File: src/hdl/lbm_pkg.sv
// ----------------------------------------------------------------------------
// lbm_pkg
// Shared types and constants of the LED bar level meter.
// ----------------------------------------------------------------------------
package lbm_pkg;

	localparam int MAX_LEDS = 64;
	localparam int LED_W    = $clog2(MAX_LEDS);
	localparam int H_W      = 7;
	localparam int LEVEL_W  = 16;
	localparam int BRIGHT_W = 10;
	localparam int IDX_W    = 14;
	localparam int COLOR_W  = 8;
	localparam int NUM_W    = 30;
	localparam int DVD_W    = 24;
	localparam int DSR_W    = 16;
	localparam int QUOT_W   = 8;
	localparam int CFG_IDX_W  = 3;
	localparam int CFG_DATA_W = 16;

	localparam logic [1:0] FUNC_TICK   = 2'd0;
	localparam logic [1:0] FUNC_ADD    = 2'd1;
	localparam logic [1:0] FUNC_RENDER = 2'd2;

	localparam logic [CFG_IDX_W-1:0] REG_STRIP_HEIGHT = 3'd0;
	localparam logic [CFG_IDX_W-1:0] REG_BAR_NUMBER   = 3'd1;
	localparam logic [CFG_IDX_W-1:0] REG_FULL_SCALE   = 3'd2;
	localparam logic [CFG_IDX_W-1:0] REG_FLOOR_LEVEL  = 3'd3;
	localparam logic [CFG_IDX_W-1:0] REG_BRIGHTNESS   = 3'd4;

	localparam logic [LEVEL_W-1:0] DECAY_STEP = 16'd100;
	localparam logic [COLOR_W-1:0] FULL_COLOR = 8'd255;
	localparam logic [COLOR_W-1:0] COLOR_CAP  = 8'd254;

	typedef struct packed {
		logic [H_W-1:0]      strip_height;
		logic [7:0]          bar_number;
		logic [LEVEL_W-1:0]  full_scale;
		logic [LEVEL_W-1:0]  floor_level;
		logic [BRIGHT_W-1:0] brightness;
	} cfg_t;

	typedef struct packed {
		logic             start;
		logic [DVD_W-1:0] dividend;
		logic [DSR_W-1:0] divisor;
	} div_req_t;

	typedef struct packed {
		logic              busy;
		logic              done;
		logic [QUOT_W-1:0] quotient;
	} div_rsp_t;

	typedef enum logic [3:0] {
		ST_IDLE,
		ST_START,
		ST_GMUL,
		ST_GCHK,
		ST_GDIV,
		ST_RDIV,
		ST_RGMUL,
		ST_RGDIV,
		ST_EMIT
	} state_t;

endpackage

File: src/hdl/lbm_if.sv
// ----------------------------------------------------------------------------
// lbm_if
// Valid/ready channels of the LED bar level meter.
// ----------------------------------------------------------------------------
interface lbm_in_if;
	import lbm_pkg::*;
	logic               valid;
	logic               ready;
	logic [1:0]         func;
	logic [LEVEL_W-1:0] sample_level;
	modport source(output valid, func, sample_level, input ready);
	modport sink(input valid, func, sample_level, output ready);
endinterface

interface lbm_out_if;
	import lbm_pkg::*;
	logic               valid;
	logic               ready;
	logic [IDX_W-1:0]   led_index;
	logic [COLOR_W-1:0] red;
	logic [COLOR_W-1:0] green;
	logic [COLOR_W-1:0] blue;
	logic               last_led;
	modport source(output valid, led_index, red, green, blue, last_led, input ready);
	modport sink(input valid, led_index, red, green, blue, last_led, output ready);
endinterface

interface lbm_cfg_if;
	import lbm_pkg::*;
	logic                  valid;
	logic                  ready;
	logic [CFG_IDX_W-1:0]  index;
	logic [CFG_DATA_W-1:0] data;
	modport source(output valid, index, data, input ready);
	modport sink(input valid, index, data, output ready);
endinterface

File: src/hdl/lbm_cfg_regs.sv
// ----------------------------------------------------------------------------
// lbm_cfg_regs
// Configuration register file, written through the config channel.
// ----------------------------------------------------------------------------
module lbm_cfg_regs (
	input  logic          clk,
	input  logic          arst_n,
	lbm_cfg_if.sink       cfg,
	output lbm_pkg::cfg_t regs
);
	import lbm_pkg::*;

	cfg_t regs_q;

	assign cfg.ready = 1'b1;
	assign regs      = regs_q;

	always_ff @(posedge clk or negedge arst_n) begin
		if (!arst_n) begin
			regs_q.strip_height <= 7'd8;
			regs_q.bar_number   <= 8'd0;
			regs_q.full_scale   <= 16'hFFFF;
			regs_q.floor_level  <= 16'd0;
			regs_q.brightness   <= 10'd256;
		end else if (cfg.valid && cfg.ready) begin
			unique case (cfg.index)
				REG_STRIP_HEIGHT: regs_q.strip_height <= cfg.data[H_W-1:0];
				REG_BAR_NUMBER:   regs_q.bar_number   <= cfg.data[7:0];
				REG_FULL_SCALE:   regs_q.full_scale   <= cfg.data;
				REG_FLOOR_LEVEL:  regs_q.floor_level  <= cfg.data;
				REG_BRIGHTNESS:   regs_q.brightness   <= cfg.data[BRIGHT_W-1:0];
				default: ;
			endcase
		end
	end

endmodule

File: src/hdl/lbm_div.sv
// ----------------------------------------------------------------------------
// lbm_div
// Shared restoring divider, one quotient bit per cycle, 8-bit quotient.
// Dividend must be below divisor * 256.
// ----------------------------------------------------------------------------
module lbm_div (
	input  logic              clk,
	input  logic              arst_n,
	input  lbm_pkg::div_req_t req,
	output lbm_pkg::div_rsp_t rsp
);
	import lbm_pkg::*;

	logic              busy_q;
	logic [2:0]        cnt_q;
	logic [DVD_W-1:0]  rem_q;
	logic [DVD_W-1:0]  dsr_q;
	logic [QUOT_W-2:0] quot_q;
	logic              ge;

	assign ge = rem_q >= dsr_q;

	assign rsp.busy     = busy_q;
	assign rsp.done     = busy_q && (cnt_q == 3'd0);
	assign rsp.quotient = {quot_q, ge};

	always_ff @(posedge clk or negedge arst_n) begin
		if (!arst_n) begin
			busy_q <= 1'b0;
			cnt_q  <= 3'd0;
		end else if (req.start) begin
			busy_q <= 1'b1;
			cnt_q  <= 3'd7;
		end else if (busy_q) begin
			busy_q <= (cnt_q != 3'd0);
			cnt_q  <= cnt_q - 3'd1;
		end
	end

	always_ff @(posedge clk) begin
		if (req.start) begin
			rem_q  <= req.dividend;
			dsr_q  <= {1'b0, req.divisor, 7'b0};
			quot_q <= '0;
		end else if (busy_q) begin
			if (ge)
				rem_q <= rem_q - dsr_q;
			dsr_q  <= {1'b0, dsr_q[DVD_W-1:1]};
			quot_q <= {quot_q[QUOT_W-3:0], ge};
		end
	end

endmodule

File: src/hdl/led_bar_level_meter.sv
// ----------------------------------------------------------------------------
// led_bar_level_meter
// One column of a peak-hold LED bar meter: level tracking and column render.
// ----------------------------------------------------------------------------
// Tick and add transactions update the held level in the accept cycle; the
// block is ready again the next cycle. A render transaction emits one result
// per LED (strip_height, capped at 64) and keeps the input blocked until the
// last one is loaded. All divisions share one divider: a fully lit LED needs
// one division (red), the LED where the bar ends three (green, red, red scaled
// by green), LEDs above it none, after one setup state; the result side can
// stall the render. Config is taken every cycle.
module led_bar_level_meter (
	input  logic      clk,
	input  logic      arst_n,
	lbm_in_if.sink    item,
	lbm_out_if.source result,
	lbm_cfg_if.sink   cfg
);
	import lbm_pkg::*;

	cfg_t     regs;
	div_req_t div_req;
	div_rsp_t div_rsp;
	state_t   state_q, state_d;

	logic [LEVEL_W-1:0] bar_level_q;
	logic [LED_W-1:0]   i_q;
	logic               done_q;
	logic [NUM_W-1:0]   num_q;
	logic [IDX_W:0]     base_q;
	logic [COLOR_W-1:0] r_q, g_q;

	logic               out_valid_q;
	logic [IDX_W-1:0]   led_index_q;
	logic [COLOR_W-1:0] red_q, green_q;
	logic               last_q;

	logic [H_W-1:0]     h_eff, i_ext, span;
	logic [LEVEL_W-1:0] fs_eff, lowered;
	logic [14:0]        span255;
	logic [NUM_W-1:0]   num_d;
	logic               sat, last, out_free, in_acc;
	logic [13:0]        r_num;
	logic [15:0]        rg;
	logic [8:0]         bar1;
	logic [IDX_W:0]     base_prod;
	logic [IDX_W:0]     idx;
	logic [COLOR_W-1:0] g_net;
	logic [17:0]        r_sc, g_sc;

	lbm_cfg_regs u_cfg (
		.clk    (clk),
		.arst_n (arst_n),
		.cfg    (cfg),
		.regs   (regs)
	);

	lbm_div u_div (
		.clk    (clk),
		.arst_n (arst_n),
		.req    (div_req),
		.rsp    (div_rsp)
	);

	assign h_eff    = (regs.strip_height > H_W'(MAX_LEDS)) ? H_W'(MAX_LEDS) : regs.strip_height;
	assign fs_eff   = (regs.full_scale == '0) ? 16'd1 : regs.full_scale;
	assign i_ext    = H_W'(i_q);
	assign last     = H_W'(i_ext + 7'd1) == h_eff;
	assign span     = h_eff - i_ext;
	assign span255  = {span, 8'b0} - {8'b0, span};
	assign num_d    = NUM_W'(bar_level_q) * NUM_W'(span255);
	assign sat      = num_q >= {6'b0, fs_eff, 8'b0};
	assign r_num    = {i_ext, 7'b0} + {1'b0, i_ext, 6'b0} + {2'b0, i_ext, 5'b0}
	                + {3'b0, i_ext, 4'b0} + {4'b0, i_ext, 3'b0} + {5'b0, i_ext, 2'b0}
	                + {6'b0, i_ext, 1'b0} + {7'b0, i_ext};
	assign rg       = 16'(r_q) * 16'(g_q);
	assign out_free = !out_valid_q || result.ready;
	assign in_acc   = item.valid && item.ready;
	assign bar1     = {1'b0, regs.bar_number} + {8'b0, regs.bar_number[0]};
	assign base_prod = (IDX_W+1)'(h_eff) * (IDX_W+1)'(bar1);
	assign idx      = regs.bar_number[0] ? (base_q - (IDX_W+1)'(i_q))
	                                     : (base_q + (IDX_W+1)'(i_q));
	assign g_net    = g_q - r_q;
	assign r_sc     = 18'(r_q) * 18'(regs.brightness);
	assign g_sc     = 18'(g_net) * 18'(regs.brightness);
	assign lowered  = bar_level_q - DECAY_STEP;

	always_comb begin
		state_d = state_q;
		unique case (state_q)
			ST_IDLE:  if (in_acc && item.func == FUNC_RENDER) state_d = ST_START;
			ST_START: state_d = (h_eff == '0) ? ST_IDLE : ST_GMUL;
			ST_GMUL:  state_d = done_q ? ST_EMIT : ST_GCHK;
			ST_GCHK:  state_d = sat ? ST_RDIV : ST_GDIV;
			ST_GDIV:  if (div_rsp.done) state_d = ST_RDIV;
			ST_RDIV:  if (div_rsp.done) state_d = done_q ? ST_RGMUL : ST_EMIT;
			ST_RGMUL: state_d = ST_RGDIV;
			ST_RGDIV: if (div_rsp.done) state_d = ST_EMIT;
			ST_EMIT:  if (out_free) state_d = last ? ST_IDLE : ST_GMUL;
			default:  state_d = ST_IDLE;
		endcase
	end

	always_comb begin
		item.ready       = (state_q == ST_IDLE);
		div_req.start    = 1'b0;
		div_req.dividend = DVD_W'(r_num);
		div_req.divisor  = DSR_W'(h_eff);
		unique case (state_q)
			ST_GCHK: begin
				div_req.start = 1'b1;
				if (!sat) begin
					div_req.dividend = num_q[DVD_W-1:0];
					div_req.divisor  = fs_eff;
				end
			end
			ST_GDIV: div_req.start = div_rsp.done;
			ST_RGMUL: begin
				div_req.start    = 1'b1;
				div_req.dividend = DVD_W'(rg);
				div_req.divisor  = DSR_W'(FULL_COLOR);
			end
			default: ;
		endcase
	end

	always_ff @(posedge clk or negedge arst_n) begin
		if (!arst_n) begin
			state_q     <= ST_IDLE;
			bar_level_q <= '0;
			i_q         <= '0;
			done_q      <= 1'b0;
			out_valid_q <= 1'b0;
		end else begin
			state_q <= state_d;
			if (in_acc) begin
				case (item.func)
					FUNC_TICK: begin
						if (bar_level_q < DECAY_STEP || lowered < regs.floor_level)
							bar_level_q <= regs.floor_level;
						else
							bar_level_q <= lowered;
					end
					FUNC_ADD:
						if (item.sample_level > bar_level_q)
							bar_level_q <= item.sample_level;
					default: ;
				endcase
			end
			if (state_q == ST_START) begin
				i_q    <= '0;
				done_q <= 1'b0;
			end
			if (state_q == ST_GDIV && div_rsp.done)
				done_q <= 1'b1;
			if (state_q == ST_EMIT && out_free)
				i_q <= i_q + LED_W'(1);
			if (state_q == ST_EMIT && out_free)
				out_valid_q <= 1'b1;
			else if (result.ready)
				out_valid_q <= 1'b0;
		end
	end

	always_ff @(posedge clk) begin
		case (state_q)
			ST_START: base_q <= base_prod - (IDX_W+1)'(regs.bar_number[0]);
			ST_GMUL: begin
				num_q <= num_d;
				if (done_q) begin
					r_q <= '0;
					g_q <= '0;
				end
			end
			ST_GCHK:  if (sat) g_q <= FULL_COLOR;
			ST_GDIV:  if (div_rsp.done) g_q <= div_rsp.quotient;
			ST_RDIV:  if (div_rsp.done) r_q <= div_rsp.quotient;
			ST_RGDIV: if (div_rsp.done) r_q <= div_rsp.quotient;
			default: ;
		endcase
		if (state_q == ST_EMIT && out_free) begin
			led_index_q <= idx[IDX_W-1:0];
			red_q       <= (r_sc[17:8] > 10'(COLOR_CAP)) ? COLOR_CAP : r_sc[15:8];
			green_q     <= (g_sc[17:8] > 10'(COLOR_CAP)) ? COLOR_CAP : g_sc[15:8];
			last_q      <= last;
		end
	end

	assign result.valid     = out_valid_q;
	assign result.led_index = led_index_q;
	assign result.red       = red_q;
	assign result.green     = green_q;
	assign result.blue      = '0;
	assign result.last_led  = last_q;

	a_level_on_accept: assert property (@(posedge clk) disable iff (!arst_n)
		!$stable(bar_level_q) |-> $past(item.valid && item.ready))
		else $error("bar level changed without an input transaction");

	a_div_in_div_state: assert property (@(posedge clk) disable iff (!arst_n)
		div_rsp.busy |-> (state_q == ST_GDIV || state_q == ST_RDIV || state_q == ST_RGDIV))
		else $error("divider running outside a divide state");

	a_emit_holds: assert property (@(posedge clk) disable iff (!arst_n)
		(state_q == ST_EMIT && result.valid && !result.ready) |=> state_q == ST_EMIT)
		else $error("result overwritten while stalled");

endmodule

File: src/flat_wrapper.sv
// flat-port wrapper written by rule: the top's interface ports become plain ports
module led_bar_level_meter_flat import lbm_pkg::*;
  (clk, arst_n, item_valid, item_func, item_sample_level, item_ready, result_valid, result_led_index, result_red, result_green, result_blue, result_last_led, result_ready, cfg_valid, cfg_index, cfg_data, cfg_ready);
  lbm_in_if item_i ();
  lbm_out_if result_i ();
  lbm_cfg_if cfg_i ();
  input  logic clk;
  input  logic arst_n;
  input wire logic [$bits(item_i.valid)-1:0] item_valid;
  input wire logic [$bits(item_i.func)-1:0] item_func;
  input wire logic [$bits(item_i.sample_level)-1:0] item_sample_level;
  output wire logic [$bits(item_i.ready)-1:0] item_ready;
  output wire logic [$bits(result_i.valid)-1:0] result_valid;
  output wire logic [$bits(result_i.led_index)-1:0] result_led_index;
  output wire logic [$bits(result_i.red)-1:0] result_red;
  output wire logic [$bits(result_i.green)-1:0] result_green;
  output wire logic [$bits(result_i.blue)-1:0] result_blue;
  output wire logic [$bits(result_i.last_led)-1:0] result_last_led;
  input wire logic [$bits(result_i.ready)-1:0] result_ready;
  input wire logic [$bits(cfg_i.valid)-1:0] cfg_valid;
  input wire logic [$bits(cfg_i.index)-1:0] cfg_index;
  input wire logic [$bits(cfg_i.data)-1:0] cfg_data;
  output wire logic [$bits(cfg_i.ready)-1:0] cfg_ready;
  assign item_i.valid = item_valid;
  assign item_i.func = item_func;
  assign item_i.sample_level = item_sample_level;
  assign item_ready = item_i.ready;
  assign result_valid = result_i.valid;
  assign result_led_index = result_i.led_index;
  assign result_red = result_i.red;
  assign result_green = result_i.green;
  assign result_blue = result_i.blue;
  assign result_last_led = result_i.last_led;
  assign result_i.ready = result_ready;
  assign cfg_i.valid = cfg_valid;
  assign cfg_i.index = cfg_index;
  assign cfg_i.data = cfg_data;
  assign cfg_ready = cfg_i.ready;
  led_bar_level_meter u_core (.clk(clk), .arst_n(arst_n), .item(item_i), .result(result_i), .cfg(cfg_i));
endmodule
File: config.mk
export PLATFORM = sky130hd
export DESIGN_NAME = led_bar_level_meter_flat
export DESIGN_NICKNAME = d
export VERILOG_FILES = /design/src/hdl/lbm_pkg.sv /design/src/hdl/lbm_if.sv /design/src/hdl/lbm_cfg_regs.sv /design/src/hdl/lbm_div.sv /design/src/hdl/led_bar_level_meter.sv /design/src/flat_wrapper.sv
export SDC_FILE = /design/constraint.sdc
export NUM_CORES = 2
export LEC_CHECK = 0
export ABC_CLOCK_PERIOD_IN_PS = 9500
export BUFFER_PORTS_ARGS = -buffer_cell sky130_fd_sc_hd__buf_2
export CORE_ASPECT_RATIO = 1.2
export CORE_MARGIN = 2
export CORE_UTILIZATION = 40
export CTS_CLUSTER_DIAMETER = 100
export CTS_CLUSTER_SIZE = 28
export DETAILED_ROUTE_END_ITERATION = 8
export GPL_ROUTABILITY_DRIVEN = 0
export HOLD_SLACK_MARGIN = 0.08
export SYNTH_ARGS = -nofsm -noshare
export SYNTH_HDL_FRONTEND = slang
export SYNTH_SLANG_ARGS = --single-unit
File: constraint.sdc
create_clock -name clk -period 9.5 [get_ports clk]
set_input_delay 2.375 -clock clk [delete_from_list [all_inputs] [get_ports clk]]
set_output_delay 2.375 -clock clk [all_outputs]
set_load 0.01 [all_outputs]
==> run metrics <==
most common cell after layout, fill and taps aside inv_1; CTS tree yes; HPWL Detailed between 60000 and 70000 microns; sequential standard cell area 6460 sq um; H-tree depth 1; Design Area, Final 32900 sq um; final hold vios 0; Pwr Density 201 nW/um^2; most used cell, CP fa_1; period utilization roughly 95%; main combinational cell family by area after synthesis adder cells; CTS Buf Count 16; worst slew pin tran between 1 and 1.5 ns; critical path's slowest cell fa_2; std cell rows 111; Post-Synth XOR/XNOR Area 4.64%; sequential element share of the synthesized area 21.1%; clk_lat worst skew 0.54 ns; global-route wire length before repair 129000 microns; RSZ-0062 raised after global routing no; final net count 4081; fillers 7564; DRC violations left 0; worst hold-check path type flip-flop to flip-flop; register bit total from synthesis 234; post-synthesis adder-cell area fraction 38.4%; DR vias/cell 5.23; CP max FO 9; synthesis-to-finish area growth 7.18%; Setup Total Neg Slack 0 ns; reg2reg start u_core.u_cfg.regs[56]; Max rail drop VDD roughly 0.33 mV; Clock Sinks around 230; 1st-pass router iterations 8; status completed; crit-path max cell delay 0.62 ns; hold depth 1; Max clock buf depth 3; Syn Inst Count around 3300; FF-to-FF path depth 32; required time worst endpoint 9.76 ns; Die Footprint 78900 sq um; DRT antenna net count 0; critical path class flip-flop to flip-flop; Synth Flop Type edfxtp_1; total grt overflow 0; Synth Area in Simple Gates between 10% and 20%; core outline area 76100 sq um; via count 22700; max-cap violation count 0; layout cells sized above 1 7.70%; Fin Clk Skew ~0.047 ns; Synth cell types 93; total wire length 80400 microns; Max-slew headroom 21.3%; Initial Util about two fifths; delay-heaviest family, CP adder cells; Post-synth EDFFs 131; r2r endpoint u_core.num_q[29]; Max Slew Vio Count 0; critical path buffer and inverter count 5; post-synth design cell area 30700 sq um; crit path launch u_core.u_cfg.regs[56]; port bufs 74; All-Layer GR Usage approximately a fifth; CTS Hold Bufs 0; Worst Hold Path EP u_core.u_cfg.regs[23]; Compound-Gate Fraction of Synth Area between 9 and 10%; Die X between 200 and 300 microns; Chip Height 307 microns; syn avg cell area about 9.3 sq um; initial antenna violation count 1; CTS clk-pin slew, worst paths 0.10 ns; Post-DP Area 32200 sq um; # IOs 84; DR iter-0 viols 1250; Worst R2R Setup Slack 0.48 ns; Final setup viols 0; ys async rst share around two fifths; P_leak approximately 16 nW; number of global-route vias before repair 23600; most frequent cells in the layout 543 x inv_1, 389 x nand2_1, 363 x ha_1; largest net degree at the start of global routing 52; Synth Warn # 0; Multi-input gate area between 20000 and 25000 sq um; WP data arrival 9.27 ns; ANT cells 0; Final Critical Period 9.02 ns; WL/cell 18.5 microns; fmax 111 MHz; CTS root buffer clkbuf_16; CP endpoint kind flip-flop; mux cell area share after synthesis 2.26%; worst hold path startpoint u_core.u_cfg.regs[23]; crit start category flip-flop
==> metrics by stage <==
step           std cells  power [mW]  utilization (%)  setup WS [ns]  hold WS [ns]
2_1_floorplan       3288        4.80                -          0.843         0.465
3_3_place_gp        4306        5.77             42.2          0.455         0.488
3_5_place_dp        4306        5.81             42.2          0.284         0.489
4_1_cts             4334        6.67             43.0          0.195         0.514
5_1_grt             4341        7.30             43.2        0.00987         0.534
6_report            4341        6.59             43.2          0.481         0.513
==> routing by layer <==
layer	part of all wire, %	vias to the layer above	GRT usage, %
li1	-	10700	-
met5	0.015	-	0
met2	52	467	38.3
met1	40	11400	24.5
met4	4.1	2	7.90
met3	3.5	143	1.80
==> cell type report <==
type,count,share of cell area (%)
multi-input cells,2394,66.2
inverters,549,6.27
repair buffers,119,2.20
clock buffers,17,1.29
clock inverters,11,0.537
well taps,1017,3.87
flip-flops and latches,234,19.7
==> power by group <==
part | total [mW] | internal [mW] | leakage (nW) | switching [mW]
combinational | 4.39 | 1.90 | 13.3 | 2.49
clock | 0.820 | 0.387 | 0.291 | 0.433
sequential | 1.38 | 1.28 | 2.22 | 0.0982
==> cell usage after synthesis (11+ instances only) <==
master / number / area share, %
a211o_1: 12 / 0.34
a21o_1: 46 / 1.1
a21oi_1: 103 / 1.7
a31oi_1: 23 / 0.47
and2_1: 165 / 3.4
and3_1: 36 / 0.73
buf_2: 13 / 0.21
clkbuf_1: 80 / 0.98
dfrtp_1: 71 / 5.8
dfstp_2: 18 / 1.5
dfxtp_1: 14 / 0.91
edfxtp_1: 131 / 13
fa_1: 362 / 24
ha_1: 363 / 15
inv_1: 543 / 6.6
mux2_2: 43 / 1.6
mux2i_1: 21 / 0.69
nand2_1: 389 / 4.8
nand2b_1: 41 / 0.84
nand3_1: 37 / 0.60
nand4_1: 14 / 0.29
nor2_1: 171 / 2.1
nor2b_1: 22 / 0.45
nor3_1: 63 / 1.0
nor4_1: 14 / 0.29
o211ai_1: 11 / 0.27
o21a_1: 20 / 0.49
o21ai_0: 95 / 1.6
o21bai_1: 25 / 0.61
or3_1: 12 / 0.24
xnor2_1: 111 / 3.2
xor2_1: 46 / 1.3
==> what timing repair did <==
action                                  CTS  global route
gates resized for setup                   0            11
buffers inserted                          0             7
endpoints found under the setup margin    0             6
endpoints found under the hold margin     0             0
==> worst register-to-register path: cells and delay by family, from the launching register on <==
kind            cells  cell delay (ns)
compound gates      8             1.64
simple gates        7             1.32
buf+inv             5             0.37
flops               1             0.45
fa+ha+maj          10             4.56
xor+xnor            2             0.40
==> worst max-delay path by stage <==
| stage | to | slack [ns] | cells after the start |
|---|---|---|---|
| 4_1_cts | u_core.num_q[29] | 0.20 | 31 |
| 6_report | u_core.num_q[29] | 0.48 | 32 |
| 3_5_place_dp | u_core.num_q[29] | 0.28 | 31 |
| 5_1_grt | u_core.num_q[28] | 0.01 | 33 |
| 3_3_place_gp | u_core.num_q[28] | 0.46 | 31 |
| 2_1_floorplan | u_core.num_q[28] | 0.84 | 33 |
==> logic make-up after synthesis <==
logic type	Yosys count
fa+ha+maj	725
flops	234
simple gates	990
other cells	2
buf+inv	660
compound gates	446
mux	64
xor+xnor	160
==> state kept, by name, summed over array words and instances (netlist names), 7 cells and up <==
name and flops:
u_core.u_div.dsr_q 23, u_core.base_q 14, u_core.g_q 8, u_core.u_div.quot_q 7, u_core.result.red 8, u_core.bar_level_q 16
u_core.u_cfg.regs 57, u_core.result.led_index 14, u_core.result.green 8, u_core.r_q 8, u_core.u_div.rem_q 24, u_core.num_q 30
Note: power is estimated with default switching activity, not from simulation.
